==> src/hdl/admittance_velocity_integrator_assert.svh <==
// assertion macros for the velocity integrator
`ifndef ADMITTANCE_VELOCITY_INTEGRATOR_ASSERT_SVH
`define ADMITTANCE_VELOCITY_INTEGRATOR_ASSERT_SVH

`define AVI_ASSERT_IMPL(label, clk, rst_n, ante, cons, msg) \
	label: assert property (@(posedge clk) disable iff (!rst_n) (ante) |-> (cons)) \
		else $error(msg);

`define AVI_ASSERT_NEXT(label, clk, rst_n, ante, cons, msg) \
	label: assert property (@(posedge clk) disable iff (!rst_n) (ante) |=> (cons)) \
		else $error(msg);

`endif

==> src/hdl/avi_pkg.sv <==
package avi_pkg;

	localparam int FracBitsDefault = 16;
	localparam int NumAxes = 6;
	localparam int HoldGain = 3;

	localparam logic [47:0] InvMassReset = 48'd1099528405248;
	localparam logic [31:0] MaxAccelReset = 32'd65536;
	localparam logic [23:0] LoopPeriodReset = 24'd16777;

	typedef enum logic [2:0] {
		REG_INV_MASS_LIN = 3'd0,
		REG_INV_MASS_ANG = 3'd1,
		REG_DAMP_LIN = 3'd2,
		REG_DAMP_ANG = 3'd3,
		REG_MAX_ACCEL = 3'd4,
		REG_LOOP_PERIOD = 3'd5,
		REG_AXIS_ENABLE = 3'd6,
		REG_START_ENABLE = 3'd7
	} reg_idx_t;

	typedef enum logic [3:0] {
		ST_IDLE,
		ST_DAMP,
		ST_NET,
		ST_ACC,
		ST_SQ,
		ST_SQRT,
		ST_CMP,
		ST_DIV,
		ST_INTEG,
		ST_VEL,
		ST_HOLD,
		ST_OUT
	} state_t;

	typedef struct packed {
		logic load;
		logic axis_clr;
		logic axis_inc;
		logic do_damp;
		logic do_net;
		logic do_acc;
		logic do_sq;
		logic sqrt_start;
		logic div_start;
		logic div_write;
		logic do_integ;
		logic do_vel;
		logic do_hold;
		logic out_load;
	} cmd_t;

	typedef struct packed {
		logic axis_last;
		logic lin_last;
		logic sqrt_done;
		logic div_done;
		logic over;
	} sts_t;

	function automatic logic signed [31:0] sat32(input logic signed [65:0] x);
		if (x > 66'sh0_7FFF_FFFF) return 32'sh7FFF_FFFF;
		if (x < -66'sh0_8000_0000) return 32'sh8000_0000;
		return x[31:0];
	endfunction

endpackage

==> src/hdl/avi_ctrl.sv <==
module avi_ctrl (
	input logic clk,
	input logic arst_n,
	input logic in_fire,
	input logic out_fire,
	input avi_pkg::sts_t sts,
	output logic busy,
	output logic out_valid,
	output avi_pkg::cmd_t cmd
);

	avi_pkg::state_t state_q, state_d;

	always_ff @(posedge clk or negedge arst_n) begin
		if (!arst_n) state_q <= avi_pkg::ST_IDLE;
		else state_q <= state_d;
	end

	always_comb begin
		state_d = state_q;
		unique case (state_q)
			avi_pkg::ST_IDLE: if (in_fire) state_d = avi_pkg::ST_DAMP;
			avi_pkg::ST_DAMP: state_d = avi_pkg::ST_NET;
			avi_pkg::ST_NET: state_d = avi_pkg::ST_ACC;
			avi_pkg::ST_ACC: state_d = sts.axis_last ? avi_pkg::ST_SQ : avi_pkg::ST_DAMP;
			avi_pkg::ST_SQ: if (sts.lin_last) state_d = avi_pkg::ST_SQRT;
			avi_pkg::ST_SQRT: if (sts.sqrt_done) state_d = avi_pkg::ST_CMP;
			avi_pkg::ST_CMP: state_d = sts.over ? avi_pkg::ST_DIV : avi_pkg::ST_INTEG;
			avi_pkg::ST_DIV: if (sts.div_done)
				state_d = sts.lin_last ? avi_pkg::ST_INTEG : avi_pkg::ST_CMP;
			avi_pkg::ST_INTEG: state_d = avi_pkg::ST_VEL;
			avi_pkg::ST_VEL: if (sts.axis_last) state_d = avi_pkg::ST_HOLD;
				else state_d = avi_pkg::ST_INTEG;
			avi_pkg::ST_HOLD: state_d = avi_pkg::ST_OUT;
			avi_pkg::ST_OUT: if (out_fire) state_d = avi_pkg::ST_IDLE;
			default: state_d = avi_pkg::ST_IDLE;
		endcase
	end

	always_comb begin
		cmd = '0;
		busy = 1'b1;
		out_valid = 1'b0;
		unique case (state_q)
			avi_pkg::ST_IDLE: begin
				busy = 1'b0;
				cmd.load = in_fire;
				cmd.axis_clr = 1'b1;
			end
			avi_pkg::ST_DAMP: cmd.do_damp = 1'b1;
			avi_pkg::ST_NET: cmd.do_net = 1'b1;
			avi_pkg::ST_ACC: begin
				cmd.do_acc = 1'b1;
				cmd.axis_inc = !sts.axis_last;
				cmd.axis_clr = sts.axis_last;
			end
			avi_pkg::ST_SQ: begin
				cmd.do_sq = 1'b1;
				cmd.axis_inc = !sts.lin_last;
				cmd.axis_clr = sts.lin_last;
				cmd.sqrt_start = sts.lin_last;
			end
			avi_pkg::ST_SQRT: ;
			avi_pkg::ST_CMP: begin
				cmd.div_start = sts.over;
				cmd.axis_clr = !sts.over;
			end
			avi_pkg::ST_DIV: if (sts.div_done) begin
				cmd.div_write = 1'b1;
				cmd.axis_inc = !sts.lin_last;
				cmd.axis_clr = sts.lin_last;
			end
			avi_pkg::ST_INTEG: cmd.do_integ = 1'b1;
			avi_pkg::ST_VEL: begin
				cmd.do_vel = 1'b1;
				cmd.axis_inc = !sts.axis_last;
			end
			avi_pkg::ST_HOLD: cmd.do_hold = 1'b1;
			avi_pkg::ST_OUT: begin
				out_valid = 1'b1;
				cmd.out_load = 1'b1;
			end
			default: ;
		endcase
	end

endmodule

==> config.mk <==
export PLATFORM = sky130hd
export DESIGN_NAME = avi_ctrl
export DESIGN_NICKNAME = d
export VERILOG_FILES = /design/src/hdl/admittance_velocity_integrator_assert.svh /design/src/hdl/avi_pkg.sv /design/src/hdl/avi_ctrl.sv
export SDC_FILE = /design/constraint.sdc
export NUM_CORES = 1
export LEC_CHECK = 0
export BUFFER_PORTS_ARGS = -buffer_cell sky130_fd_sc_hd__buf_2
export CORE_AREA = 2 2 39 41
export CTS_BUF_LIST = sky130_fd_sc_hd__clkbuf_4
export DETAILED_ROUTE_END_ITERATION = 7
export DIE_AREA = 0 0 41 43
export HOLD_SLACK_MARGIN = 0.12
export PLACE_DENSITY = 0.69
export SYNTH_ARGS = -nofsm -noshare
export SYNTH_HDL_FRONTEND = slang
export SYNTH_SLANG_ARGS = --single-unit
==> constraint.sdc <==
create_clock -name clk -period 2.3 [get_ports clk]
set_input_delay 0.23 -clock clk [delete_from_list [all_inputs] [get_ports clk]]
set_output_delay 0.23 -clock clk [all_outputs]
set_load 0.02 [all_outputs]
==> impl_results.md, run 1 <==
- CP Data Required Time: around 2400 ps
- Endpoints failing setup: 0
- Max IR drop VDD: between 0.0006 and 0.0007 V
- RSZ-0062 raised after global routing: no
- Top cells by count, synth: nor2_1 (10), nor3_1 (6), o21ai_0 (6)
- Syn_nets: 81
- Clk slew on worst S/H paths: roughly 40 ps
- Most common cell in the netlist: nor2_1
- Placed Cells: 108
- DP HPWL: 1.09 mm
- Area share of the largest cell type after synthesis: 19.3%
- Register area share after synthesis: around a fifth
- Crit path DAT: roughly 2000 ps
- Die ar.: 0.00176 mm²
- CP Launch Type: flop
- Port buffer count: 24
- Max FFs per register: 4
- Min Tclk post-route: ~1800 ps
- M1 GR Usage: between 20% and 30%
- Max clock buf depth: 2
- CTS root buffer: clkbuf_4
- Die H: 43 µm
- Fin crit share: 79.8%
- Post-layout util: 48.9%
- Final instance area: about 680 µm²
- Via density: 5.54
- Initial antenna violation count: 0
- HP Class: input pin to asynchronous set/reset pin
- EDFF count, synth: 0
- Met3 Use GR: 3.14%
- Largest Register: state_q
- Placed cell area: ~640 µm²
- Worst slack, placed: between 400 and 500 ps
- Slew Viols, Final: 0
- # diodes: 0
- Via count: 620
- Vias in the first global route: between 500 and 600
- Synth async-reset ratio: 100%
- Synth Register Bits: 4
- CTS H-tree lvls: 1
- Actual slew at the worst max-slew pin: between 300 and 400 ps
- Final Non-Filler Cells: roughly 110
- Num rows: 14
- CTS sink cnt: 4
- Post-DR wirelength/cell: approximately 14 µm
- Gr usage total: 21.1%
- Max Fclk: approximately 550 MHz
- GR Util met2: 34.4%
- Post-layout nets: around 110
- ANT nets after route: 0
- RePlAce Congestion: between 0.8 and 0.9
- Synth area leaders: dfrtp_1 (19%), nor2_1 (7.2%), nand2b_1 (6.0%)
- Post-CTS setup buffers: 0
- Busiest metal layer after global routing: met2
- Synthesized instance count: 72
- DRT iter0 DRCs: 16
- Slack of the critical path: approximately 470 ps
- Starting Density: between 30% and 40%
- Largest net degree at the start of global routing: 19
- Clock Latency Late Sink: roughly 230 ps
- Clock skew: around 3.7 ps
- CTS tree: done
- Endpoints failing hold: 0
- First-pass GRT wire length: roughly 2.5 mm
- Ys flop type: dfrtp_1
- Biggest regs: state_q (4)
- Yosys top cell by area: dfrtp_1
- Total Wirelength: between 1.5 and 2 mm
- Final TNS setup: 0 ps
- Worst-path fanout max: 14
- Chip width: roughly 40 µm
- YS warnings: 0
- Worst Setup End Kind: flop
- Layout cells sized above 1: 38.5%
- Status: finished clean
- Mapped cell area: approximately 520 µm²
- Pwr dens: ~1500 mW/mm²
- Syn Area/Cell: 7.19 µm²
- Ports: 25
- Total CTS buffers: 3
- Grt total ovfl: 0
- Core area: 0.00138 mm²
- Post-synth cell types: 35
- Area growth from synthesis to layout: 30.7%
- Lkg Pwr: between 0.3 and 0.4 nW
- Critical Setup Path Class: flop to flop
- Max-cap violations: 0
- Slew margin rel.: roughly three quarters
- First-pass DRT Iterations: 4
- DRC: 0
logic make-up after synthesis:
family          Yosys count  share of synthesized area, %
flops                     4                          19.3
mux                       3                          7.97
buf+inv                  12                          11.4
compound gates           21                          29.0
simple gates             32                          32.4
cells in the final DEF, fill, tap and decap left out, drive strengths merged, types with 2 or more instances in the layout:
master  synthesis  final
inv             4      4
nand3           3      3
nor3            6      6
o21ai           7      7
nand2b          5      5
nor2           10     10
mux2            3      3
clkbuf          3      3
dfrtp           4      4
a31o            2      2
a21oi           2      2
nand2           2      2
buf             5     28
worst max-delay path: stages (launching register included):
cell and delay (ps):
dfrtp_1 510, nand2b_1 360, o32a_1 420, o21ai_2 110
mux2_4 320
final timing paths:
| check | start | endpoint | slack, ps | cells past startpoint |
|---|---|---|---|---|
| max | state_q[3]$_DFFE_PN0P_ | state_q[0]$_DFFE_PN0P_ | 470 | 4 |
| min | arst_n | state_q[2]$_DFFE_PN0P_ | 370 | 2 |
| max reg2reg | state_q[3]$_DFFE_PN0P_ | state_q[0]$_DFFE_PN0P_ | 470 | 4 |
| min reg2reg | state_q[0]$_DFFE_PN0P_ | state_q[0]$_DFFE_PN0P_ | 690 | 2 |
| max in group asynchronous | arst_n | state_q[3]$_DFFE_PN0P_ | 1810 | 2 |
| min in group clk | out_fire | state_q[3]$_DFFE_PN0P_ | 370 | 3 |
routing by layer:
layer,share of wire (%),up-vias
met5,0,-
met4,1.9,0
met3,5.3,4
met2,53,21
met1,40,285
li1,-,310
per-stage QoR:
| stage | hold WS, ps | total power [mW] |
|---|---|---|
| 2_1_floorplan | -65.6 | 0.754 |
| 3_3_place_gp | 37.2 | 0.921 |
| 3_5_place_dp | 36.9 | 0.935 |
| 4_1_cts | 321 | 1.03 |
| 5_1_grt | 380 | 1.13 |
| 6_report | 366 | 1.03 |
report_power, final:
group | internal (mW) | total, mW | switching, mW | leakage, nW
combinational | 0.331 | 0.773 | 0.442 | 0.270
sequential | 0.106 | 0.167 | 0.0610 | 0.0501
clock | 0.0586 | 0.0898 | 0.0312 | 0.0138
repair_timing:
| action | CTS | global route |
|---|---|---|
| endpoints found under the hold margin | 4 | 0 |
| gates resized for setup | 0 | 0 |
| hold buffers | 1 | 0 |
area by class of cell:
type,instances,area (µm²)
clock buffer,3,22.5
fill,138,707
inverter,4,15.0
multi-input combinational,56,359
sequential,4,100
tap,16,20.0
timing repair buffer,29,160
Note: power is estimated with default switching activity, not from simulation.
==> run 2, diff against run 1 <==
ABC_AREA = 1   (was default)
PLACE_DENSITY = 0.7   (was 0.69)
clock period = 1.77 ns   (was 2.3 ns; I/O delays follow)
==> impl_results.md, run 2 <==
- Syn_nets: 104 (+28%)
- Final TNS setup: 0 ps (unchanged)
- Min Tclk post-route: between 1500 and 2000 ps
- Post-CTS setup buffers: 0 (unchanged)
- DRC: 0 (unchanged)
- Area of the multi-input gates: 362 µm² (+0.70%)
- Fin crit share: a little over 90%
- Critical Setup Path Class: flop to output pin
- RePlAce Congestion: 0.881 (+6.9%)
- R2r endpoint: state_q[3]$_DFFE_PN0P_
- Synth area leaders: nand2_1 (20%), dfrtp_1 (19%), nor2_1 (9.9%)
- Syn Area/Cell: 5.61 µm² (-22%)
- Via density: 4.64 (-16%)
- Die ar.: 0.00176 mm² (unchanged)
- Via count: 641 (+3.4%)
- Max IR drop VDD: 0.000748 V (+8.7%)
- CP max-delay cell: dfrtp_1
- Worst Setup End Kind: output pin
- Top cells by count, synth: nand2_1 (29), nor2_1 (14), inv_1 (13)
- Commonest non-fill, non-tap cell in the layout: nand2_1
- Post-synth cell types: 18 (-49%)
- Area growth from synthesis to layout: 31.2%
- Area share of the largest cell type after synthesis: 20.4% (+1.1 points)
- RR Startpoint: state_q[3]$_DFFE_PN0P_
- Mapped cell area: 533 µm² (+2.9%)
- Met3 Use GR: 1.57% (-1.6 points)
- Crit path DAT: 1470 ps (-480 ps)
- Port buffer count: 24 (unchanged)
- # fillers: 152 (+10%)
- Chip width: 41 µm (unchanged)
- Worst-path fanout max: 6 (-8)
- Commonest non-fill, non-tap cells in the layout: nand2_1 (29), buf_2 (24), nor2_1 (14), inv_1 (13), nor2_2 (6)
- Placed Cells: 134 (+24%)
- Total Wirelength: 1.33 mm (-13%)
- Status: finished clean
- CTS tree: done
- Vias in the first global route: 557 (+0.91%)
- DRT iter0 DRCs: 12 (-4)
- First-pass GRT wire length: 2.19 mm (-13%)
- Busiest metal layer after global routing: met2
- DP HPWL: 1.13 mm (+3.5%)
- Synth async-reset ratio: 100% (unchanged)
- GR Util met2: 27.8% (-6.6 points)
- Actual slew at the worst max-slew pin: 268 ps (-132 ps)
- Most common cell in the netlist: nand2_1
- Final instance area: 699 µm² (+3.3%)
- Clk slew on worst S/H paths: 40 ps (about the same)
- Register area share after synthesis: 18.8% (-0.54 points)
- Initial antenna violation count: 0 (unchanged)
- Placed cell area: 666 µm² (+3.3%)
- M1 GR Usage: 25.7% (about the same)
- Final Non-Filler Cells: 138 (+23%)
- Grt total ovfl: 0 (unchanged)
- Max FFs per register: 4 (unchanged)
- Psw: 0.698 mW (+31%)
- Slew Viols, Final: 0 (unchanged)
- Worst hold slack: 283 ps (-83.6 ps)
- CP Launch Type: flop
- Total CTS buffers: 3 (unchanged)
- Max-cap violations: 0 (unchanged)
- CTS sink cnt: 4 (unchanged)
- Post-layout nets: 133 (+24%)
- RSZ-0062 raised after global routing: no
- Max clock buf depth: 2 (unchanged)
- Layout cells sized above 1: 39.3% (+0.80 points)
- Num rows: 14 (unchanged)
- Post-DR wirelength/cell: 9.62 µm (-29%)
- CP Data Required Time: 1590 ps (-830 ps)
- Max Fclk: just over 600 MHz
- CP startpoint: state_q[0]$_DFFE_PN0P_
- Seq pwr share: 17.6% (+1.4 points)
- Clock Latency Late Sink: 230 ps (about the same)
- Yosys top cell by area: nand2_1
- # diodes: 0 (unchanged)
- Clock skew: 1.99 ps (-1.70 ps)
- Gr usage total: 17.8% (-3.4 points)
- Synthesized instance count: 95 (+32%)
- Endpoints failing setup: 0 (unchanged)
- FF+latch area: 101 µm² (+1.2%)
- Lkg Pwr: 0.462 nW (+38%)
- CP max stage delay: 420 ps (-90 ps)
- R2R cell count: 8 (+4)
- Pwr dens: 1690 mW/mm² (+11%)
- Largest net degree at the start of global routing: 7 (-12)
- Biggest regs: state_q (4)
- Clk pwr share: 9.3% (+0.6 points)
- YS warnings: 0 (unchanged)
- Ys flop type: dfrtp_1
- Endpoints failing hold: 0 (unchanged)
- CTS H-tree lvls: 1 (unchanged)
- Die H: 43 µm (unchanged)
- Combinational share of power: 73.1% (-1.9 points)
- Synth Register Bits: 4 (unchanged)
- Worst setup path endpoint: cmd[12]
- Net Sw Frac: 59.0% (+7.1 points)
- HP Class: input pin to asynchronous set/reset pin
- Starting Density: 38.5% (+1.1 points)
- Core area: 0.00138 mm² (unchanged)
- Reg-to-reg slack, setup: 500 ps (+30 ps)
- Ports: 25 (unchanged)
- First-pass DRT Iterations: 4 (unchanged)
- ANT nets after route: 0 (unchanged)
- Critical path cell sequence: nor2_1, nand2_1, o21ai_0, inv_1, nand4_1, buf_2
- EDFF count, synth: 0 (unchanged)
- P_int: 0.485 mW (-2.1%)
- Slew margin rel.: 82.1% (+8.7 points)
- Largest Register: state_q
- CTS root buffer: clkbuf_4
-- run 2: power by group through the flow --
| stage | sequential [mW] | combinational, mW | clock (mW) |
|---|---|---|---|
| 4_1_cts | 0.207 | 0.868 | 0.112 |
| 6_report | 0.209 | 0.865 | 0.110 |
| 5_1_grt | 0.215 | 0.965 | 0.111 |
| 3_5_place_dp | 0.207 | 0.861 | 0 |
| 3_3_place_gp | 0.206 | 0.859 | 0 |
| 2_1_floorplan | 0.196 | 0.649 | 0 |
-- run 2: worst max-delay path: cells and delay by family, from the launching register on --
family | cells | cell delay [ps]
AO/OA/AOI/OAI | 1 | 160
buffers and inverters | 2 | 210
flip-flops | 1 | 420
AND/OR/NAND/NOR | 3 | 450
-- run 2: area by class of cell --
| type | instances | share of cell area, % |
|---|---|---|
| tap | 16 | 2.86 |
| inverter | 17 | 9.12 |
| sequential | 4 | 14.5 |
| clock buffer | 3 | 3.22 |
| multi-input combinational | 73 | 51.7 |
| timing repair buffer | 25 | 18.6 |
-- run 2: repair_timing --
| action | 4_1_cts | 5_1_grt |
|---|---|---|
| hold buffers | 1 | 0 |
| endpoints found under the hold margin | 4 | 0 |
| setup endpoints to repair | 0 | 1 |
| gates resized for setup | 0 | 1 |
-- run 2: layer usage --
layer  vias up  share of wire (%)
met4         0                  0
met2        19                 51
met5         -                  0
met1       279                 44
met3         0                5.0
li1        343                  -
-- run 2: kinds of logic (layout without fill, tap and decap cells) --
family / count (synthesis) / in the layout / share of synthesized area (%)
DFF: 4 / 4 / 18.8
and+or+nand+nor: 67 / 67 / 61.7
AOI/OAI and AO/OA: 6 / 6 / 6.10
buffers and inverters: 18 / 45 / 13.4
-- run 2: worst min-delay path by stage --
stage / start / end / slack [ps] / cells past startpoint
global placement: arst_n / state_q[2]$_DFFE_PN0P_ / -20 / 1
detailed placement: arst_n / state_q[2]$_DFFE_PN0P_ / -20 / 1
floorplan: arst_n / state_q[0]$_DFFE_PN0P_ / -120 / 0
global route: arst_n / state_q[0]$_DFFE_PN0P_ / 320 / 2
finish: arst_n / state_q[1]$_DFFE_PN0P_ / 280 / 2
CTS: arst_n / state_q[1]$_DFFE_PN0P_ / 270 / 2
-- run 2: through the flow --
| stage | util (%) | setup WS [ps] | power, mW |
|---|---|---|---|
| detailed placement | 48.1 | 341 | 1.07 |
| floorplan | - | 302 | 0.845 |
| finish | 50.5 | 121 | 1.18 |
| CTS | 50.5 | 86.9 | 1.19 |
| global placement | 48.1 | 361 | 1.06 |
| global route | 50.5 | 21.7 | 1.29 |
==> run 3, diff against run 2 <==
ABC_AREA = 0   (was 1)
PLACE_DENSITY = 0.69   (was 0.7)
REMOVE_ABC_BUFFERS = 1   (was default)
==> impl_results.md, run 3 (synthesis results as in run 1) <==
- CP Data Required Time: 1890 ps (+300 ps)
- Starting Density: 37.4% (-1.1 points)
- Post-layout util: 53.9% (+3.3 points)
- Max IR drop VDD: 0.000861 V (+15%)
- Placed Cells: 110 (-18%)
- CTS sink cnt: 4 (unchanged)
- Post-DR wirelength/cell: 12.2 µm (+27%)
- CTS tree: done
- Pwr Total: 1.48 mW (+25%)
- Num rows: 14 (unchanged)
- FF+latch area: 100 µm² (-1.2%)
- CTS H-tree lvls: 1 (unchanged)
- Die ar.: 0.00176 mm² (unchanged)
- Biggest regs: state_q (4)
- HP Class: input pin to asynchronous set/reset pin
- Critical Setup Path Class: flop to flop
- Crit path DAT: 1860 ps (+390 ps)
- Clk slew on worst S/H paths: 40 ps (about the same)
- Clock skew: 2.88 ps (+0.891 ps)
- Slew Viols, Final: 0 (unchanged)
- Status: finished clean
- Slack of the critical path: 30.0 ps (-90.7 ps)
- Commonest non-fill, non-tap cells in the layout: buf_2 (23), nor2_1 (10), buf_4 (8), nor3_1 (6)
- Ports: 25 (unchanged)
- Port buffer count: 24 (unchanged)
- Worst Setup End Kind: flop
- Via density: 5.48 (+18%)
- Clock Latency Late Sink: 240 ps (about the same)
- Area of the multi-input gates: 372 µm² (+2.8%)
- DRT iter0 DRCs: 24 (+12)
- Total CTS buffers: 3 (unchanged)
- RePlAce Congestion: 0.855 (-3.0%)
- Worst-path fanout max: 4 (-2)
- Vias in the first global route: 513 (-7.9%)
- Die H: 43 µm (unchanged)
- Pwr dens: 1980 mW/mm² (+17%)
- Largest net degree at the start of global routing: 19 (+12)
- # fillers: 134 (-12%)
- Actual slew at the worst max-slew pin: 244 ps (-24.0 ps)
- Post-layout nets: 112 (-16%)
- ANT nets after route: 0 (unchanged)
- Max clock buf depth: 2 (unchanged)
- Gr usage total: 18.7% (+0.87 points)
- Fin crit share: 98.3% (+5.1 points)
- Max Fclk: 575 MHz (-5.2%)
- Endpoints failing hold: 0 (unchanged)
- Layout cells sized above 1: 42.6% (+3.2 points)
- DP HPWL: 1.01 mm (-11%)
- Chip width: 41 µm (unchanged)
- Max-cap violations: 0 (unchanged)
- DRC: 0 (unchanged)
- Max FFs per register: 4 (unchanged)
- Min Tclk post-route: 1740 ps (+90.7 ps)
- Total Wirelength: 1.43 mm (+7.5%)
- Grt total ovfl: 0 (unchanged)
- Final TNS setup: 0 ps (unchanged)
- Initial antenna violation count: 0 (unchanged)
- Lkg Pwr: 0.368 nW (-20%)
- Worst slack, placed: 53.9 ps (-288 ps)
- First-pass GRT wire length: 2.21 mm (+1.2%)
- Core area: 0.00138 mm² (unchanged)
- Endpoints failing setup: 0 (unchanged)
- Slew margin rel.: 83.5% (+1.5 points)
- Via count: 641 (unchanged)
- Final Non-Filler Cells: 117 (-15%)
- First-pass DRT Iterations: 4 (unchanged)
- CP Launch Type: flop
- CTS root buffer: clkbuf_4
- # diodes: 0 (unchanged)
- Area growth from synthesis to layout: 44.0%
- Commonest non-fill, non-tap cell in the layout: buf_2
- Largest Register: state_q
==> run 3: path summary, 6_finish.rpt <==
check | start | slack, ps | depth (start not counted) | endpoint
min | arst_n | 260 | 2 | state_q[0]$_DFFE_PN0P_
max in group asynchronous | arst_n | 1390 | 2 | state_q[3]$_DFFE_PN0P_
max reg2reg | state_q[0]$_DFFE_PN0P_ | 30 | 4 | state_q[0]$_DFFE_PN0P_
min reg2reg | state_q[3]$_DFFE_PN0P_ | 750 | 2 | state_q[3]$_DFFE_PN0P_
max | state_q[0]$_DFFE_PN0P_ | 30 | 4 | state_q[0]$_DFFE_PN0P_
min in group clk | out_fire | 290 | 3 | state_q[3]$_DFFE_PN0P_
==> run 3: per-stage QoR <==
step | hold slack (ps) | area, µm²
after global placement | -18.6 | 659
after global routing | 268 | 746
after detailed placement | -17.3 | 659
after floorplan | -119 | 474
after CTS | 267 | 692
final | 264 | 746
==> run 3: power by group <==
group          switching (mW)  internal [mW]  leakage [nW]  total (mW)
sequential             0.0374          0.139        0.0501       0.177
clock                  0.0368         0.0758        0.0138       0.113
combinational           0.643          0.546         0.304        1.19
total                   0.717          0.761         0.368        1.48
==> run 3: cell type report <==
class                   instances  share of cell area (%)
clock buffers                   3                    3.02
inverters                       4                    2.01
multi-input cells              56                    49.8
flip-flops and latches          4                    13.4
well taps                      16                    2.68
repair buffers                 34                    29.0
==> run 3: routing by layer <==
| layer | vias up | track usage, % | share of wire (%) |
|---|---|---|---|
| met5 | - | 0 | 0 |
| met4 | 0 | 10.0 | 0.98 |
| met3 | 2 | 4.71 | 8.4 |
| met2 | 30 | 25.6 | 46 |
| met1 | 288 | 25.8 | 45 |
| li1 | 321 | - | - |
==> run 3: timing repair <==
action | in CTS | in global routing
setup buffers | 0 | 3
setup endpoints to repair | 0 | 4
endpoints found under the hold margin | 4 | 0
hold buffers | 1 | 0
gates resized for setup | 0 | 5
==> run 3: worst max-delay path: stages (launching register included) <==
cell     delay, ps
dfrtp_1        400
or4_4          550
o32a_1         250
o21ai_4        110
mux2_4         310
